`config.mk`:
```
export PLATFORM = sky130hd
export DESIGN_NAME = chgi_ram
export DESIGN_NICKNAME = d
export VERILOG_FILES = /design/src/rtl/chgi_ram.sv
export SDC_FILE = /design/constraint.sdc
export NUM_CORES = 1
export LEC_CHECK = 0
export BUFFER_PORTS_ARGS = -buffer_cell sky130_fd_sc_hd__buf_4
export CORE_UTILIZATION = 31
export CTS_CLUSTER_SIZE = 25
export DETAILED_ROUTE_END_ITERATION = 7
export SYNTH_ARGS = -nofsm -noshare
export SYNTH_HDL_FRONTEND = slang
export SYNTH_SLANG_ARGS = --single-unit
```
`constraint.sdc`:
```
create_clock -name clk -period 3.6 [get_ports clk]
set_input_delay 0.36 -clock clk [delete_from_list [all_inputs] [get_ports clk]]
set_output_delay 0.36 -clock clk [all_outputs]
set_load 0.02 [all_outputs]
```
`src/rtl/chgi_ram.sv`:
```
// Generic single-port synchronous RAM with registered read.
module chgi_ram #(
  parameter int WIDTH = 8,
  parameter int DEPTH = 16
) (
  input  logic                     clk,
  input  logic                     we,
  input  logic [$clog2(DEPTH)-1:0] addr,
  input  logic [WIDTH-1:0]         wdata,
  output logic [WIDTH-1:0]         rdata
);

  logic [WIDTH-1:0] mem [DEPTH];

  always_ff @(posedge clk) begin
    if (we) begin
      mem[addr] <= wdata;
    end
    rdata <= mem[addr];
  end

endmodule

```
==> summary.md <==
| Metric | Value |
|---|---|
| Status | complete, no violations |
| Lkg Pwr | 0.00196 uW |
| Area grow syn2layout | 20.2% |
| Place WS | 1320 ps |
| Final-stage net count | 276 |
| WL final | roughly 10 mm |
| Critical-path top delay cell | nor2_1 |
| Root Driver | clkbuf_16 |
| Area of the mapped netlist | 5070 um2 |
| Syn Nets | 244 |
| Post-Syn Instances | 230 |
| CTS sink cnt | around 140 |
| Cts repair resizes | 0 |
| Core area | 15900 um2 |
| Layout cells sized above 1 | 0.313 |
| Area contributors post-synth | edfxtp_1 (76%), mux4_2 (14%), dfxtp_1 (3.2%) |
| N_diodes | 0 |
| Crit start category | primary input |
| HP Class | in -> reg |
| Number of vias per cell | 4.77 |
| HPWL after DPL | 6.04 mm |
| Synth Warn # | 0 |
| Worst Path Required | 3640 ps |
| Pwr Density | ~620 nW/um2 |
| Worst Tran Pin Value | 1240 ps |
| Cell variety after synth | 18 |
| Tcrit/Tclk final | 0.502 |
| Largest net degree at the start of global routing | 40 |
| PortBufs | 21 |
| Die area | 16900 um2 |
| CP Class | in -> reg |
| Post-layout minimum cycle time | 1810 ps |
| 1st-iter DRT viols | 210 |
| Initial Utilization | 0.318 |
| Peak VDD IR | 0.000359 V |
| Post-Route Setup TNS | 0 ps |
| Fmax achieved | 0.553 GHz |
| Pre-Repair DR Iteration Count | 5 |
| Drt wl/cell | roughly 20 um |
| CP Buf/Inv Count | 1 |
| RSZ-0062 raised after global routing | false |
| Fillers | ~1400 |
| Clk buf depth | 2 |
| Max cap viols | 0 |
| Setup violators final | 0 |
| Sequential area share after synthesis | 0.790 |
| CTS buffer count | 17 |
| Cell Rows | 46 |
| Width of the die | 130 um |
| DRC violations left | 0 |
| Register bit total from synthesis | 136 |
| Placed cells | between 400 and 500 |
| Post-layout util | 0.382 |
| CP cell instances | buf_4 > nand2_1 > nor2_1 |
| CTS tree | built |
| Worst setup margin | 1790 ps |
| Finished Layout Cells | 491 |
| Relative slew margins | 0.170 |
| Final ANT Viol Nets | 0 |
| H-tree level count | 4 |
| Synth area leader | edfxtp_1 |
| Global placement routability congestion | 0.735 |
| Post-CTS setup buffer count | 0 |
| Syn avg cell area | about 22 um2 |
| Hold_buf cts | 0 |
| Worst EP arrival | 1850 ps |
| Initial antenna violation count | 0 |
| Final Hold Vio Count | 0 |
| DR vias | 2344 |
| GRT overflow | 0 |
| Synth top area share | 0.759 |
| Highest cell delay on the worst timing path | 650 ps |
| Vias in the first global route | 2464 |
| Vert. Die Dim | 130 um |
| CP max FO | 39 |
| Worst-Skew Late Latency | 410 ps |
| Clock slew at reported path FFs | 60 ps |
| Crit path max-delay family | simple AND/OR/NAND/NOR gates |
| Ports | 22 |
| CP endpoint kind | register |
| Count of pins over their slew limit | 0 |
| First-pass GRT wire length | 15.2 mm |
| Total Routing Usage GR | 0.133 |
| Skew final | 6.50 ps |
## synth_stat cells
| library cell | count |
|---|---|
| nand2b_1 | 2 |
| nor3_1 | 4 |
| or3b_2 | 1 |
| nor2b_1 | 2 |
| dfxtp_1 | 8 |
| buf_2 | 2 |
| buf_1 | 4 |
| edfxtp_1 | 128 |
| nand2_1 | 9 |
| a22oi_1 | 16 |
| clkbuf_1 | 2 |
| nand3b_1 | 2 |
| clkbuf_2 | 1 |
| nand3_1 | 1 |
| buf_6 | 2 |
| mux4_2 | 32 |
| nor2_1 | 13 |
| and2_1 | 1 |
## cell families (layout without fill, tap and decap cells)
kind of cell           count (synthesis)  after routing  share of synthesized area
flip-flops                           136            136                      0.790
AO/OA/AOI/OAI                         16             16                     0.0237
multiplexers                          32             32                      0.142
buffers and inverters                 11             56                     0.0119
AND/OR/NAND/NOR                       35             35                     0.0321
## worst paths after layout
check / start / endpoint / slack [ps] / cells after the start
setup / recovery: addr[0] / mem[15][5]$_DFFE_PP_ / 1790 / 3
hold / removal: wdata[3] / mem[0][3]$_DFFE_PP_ / 290 / 1
setup reg to reg: mem[3][3]$_DFFE_PP_ / rdata[3]$_DFF_P_ / 2150 / 3
hold reg to reg: mem[14][4]$_DFFE_PP_ / rdata[4]$_DFF_P_ / 670 / 3
## state kept, by name, indices dropped and copies added (netlist names)
name   count
mem      128
rdata      8
## cells in the final DEF (no fill, tap or decap)
cell type,netlist,layout
a22oi_1,16,16
and2_1,1,1
buf_4,0,24
bufinv_16,0,4
clkbuf_1,2,2
clkbuf_16,0,17
clkbuf_8,0,4
clkinv_1,0,1
clkinv_2,0,4
dfxtp_1,8,8
edfxtp_1,128,128
mux4_2,32,32
nand2_1,9,9
nand2b_1,2,2
nand3_1,1,1
nand3b_1,2,2
nor2_1,13,13
nor2b_1,2,2
nor3_1,4,4
or3b_2,1,1
## cell type report
| class | count | area [um2] | share of cell area |
|---|---|---|---|
| clock buffers | 23 | 488 | 0.0801 |
| well taps | 216 | 270 | 0.0444 |
| repair buffers | 24 | 180 | 0.0296 |
| clock inverters | 9 | 144 | 0.0236 |
| multi-input cells | 83 | 1000 | 0.165 |
| flip-flops and latches | 136 | 4000 | 0.657 |
## per-stage QoR
stage	hold WS (ps)	power [uW]	area (um2)
after floorplan	459	1920	5070
after global placement	663	1990	5460
after detailed placement	653	2000	5460
after CTS	274	3820	6090
after global routing	292	3910	6090
final	287	3800	6090
## report_power, final
| group | switching (uW) | internal (uW) |
|---|---|---|
| clock | 616 | 1230 |
| combinational | 109 | 73.5 |
| sequential | 9.18 | 1770 |
| total | 734 | 3070 |
## layer usage
metal / vias up / part of all wire / wire [um] / track usage
met5: - / 0 / 0 / 0
met3: 13 / 0.055 / 553 / 0.0353
met1: 1223 / 0.44 / 4420 / 0.172
li1: 1026 / - / - / -
met4: 0 / 0.017 / 166 / 0.0657
met2: 82 / 0.49 / 4870 / 0.207
Note: power is estimated with default switching activity, not from simulation.
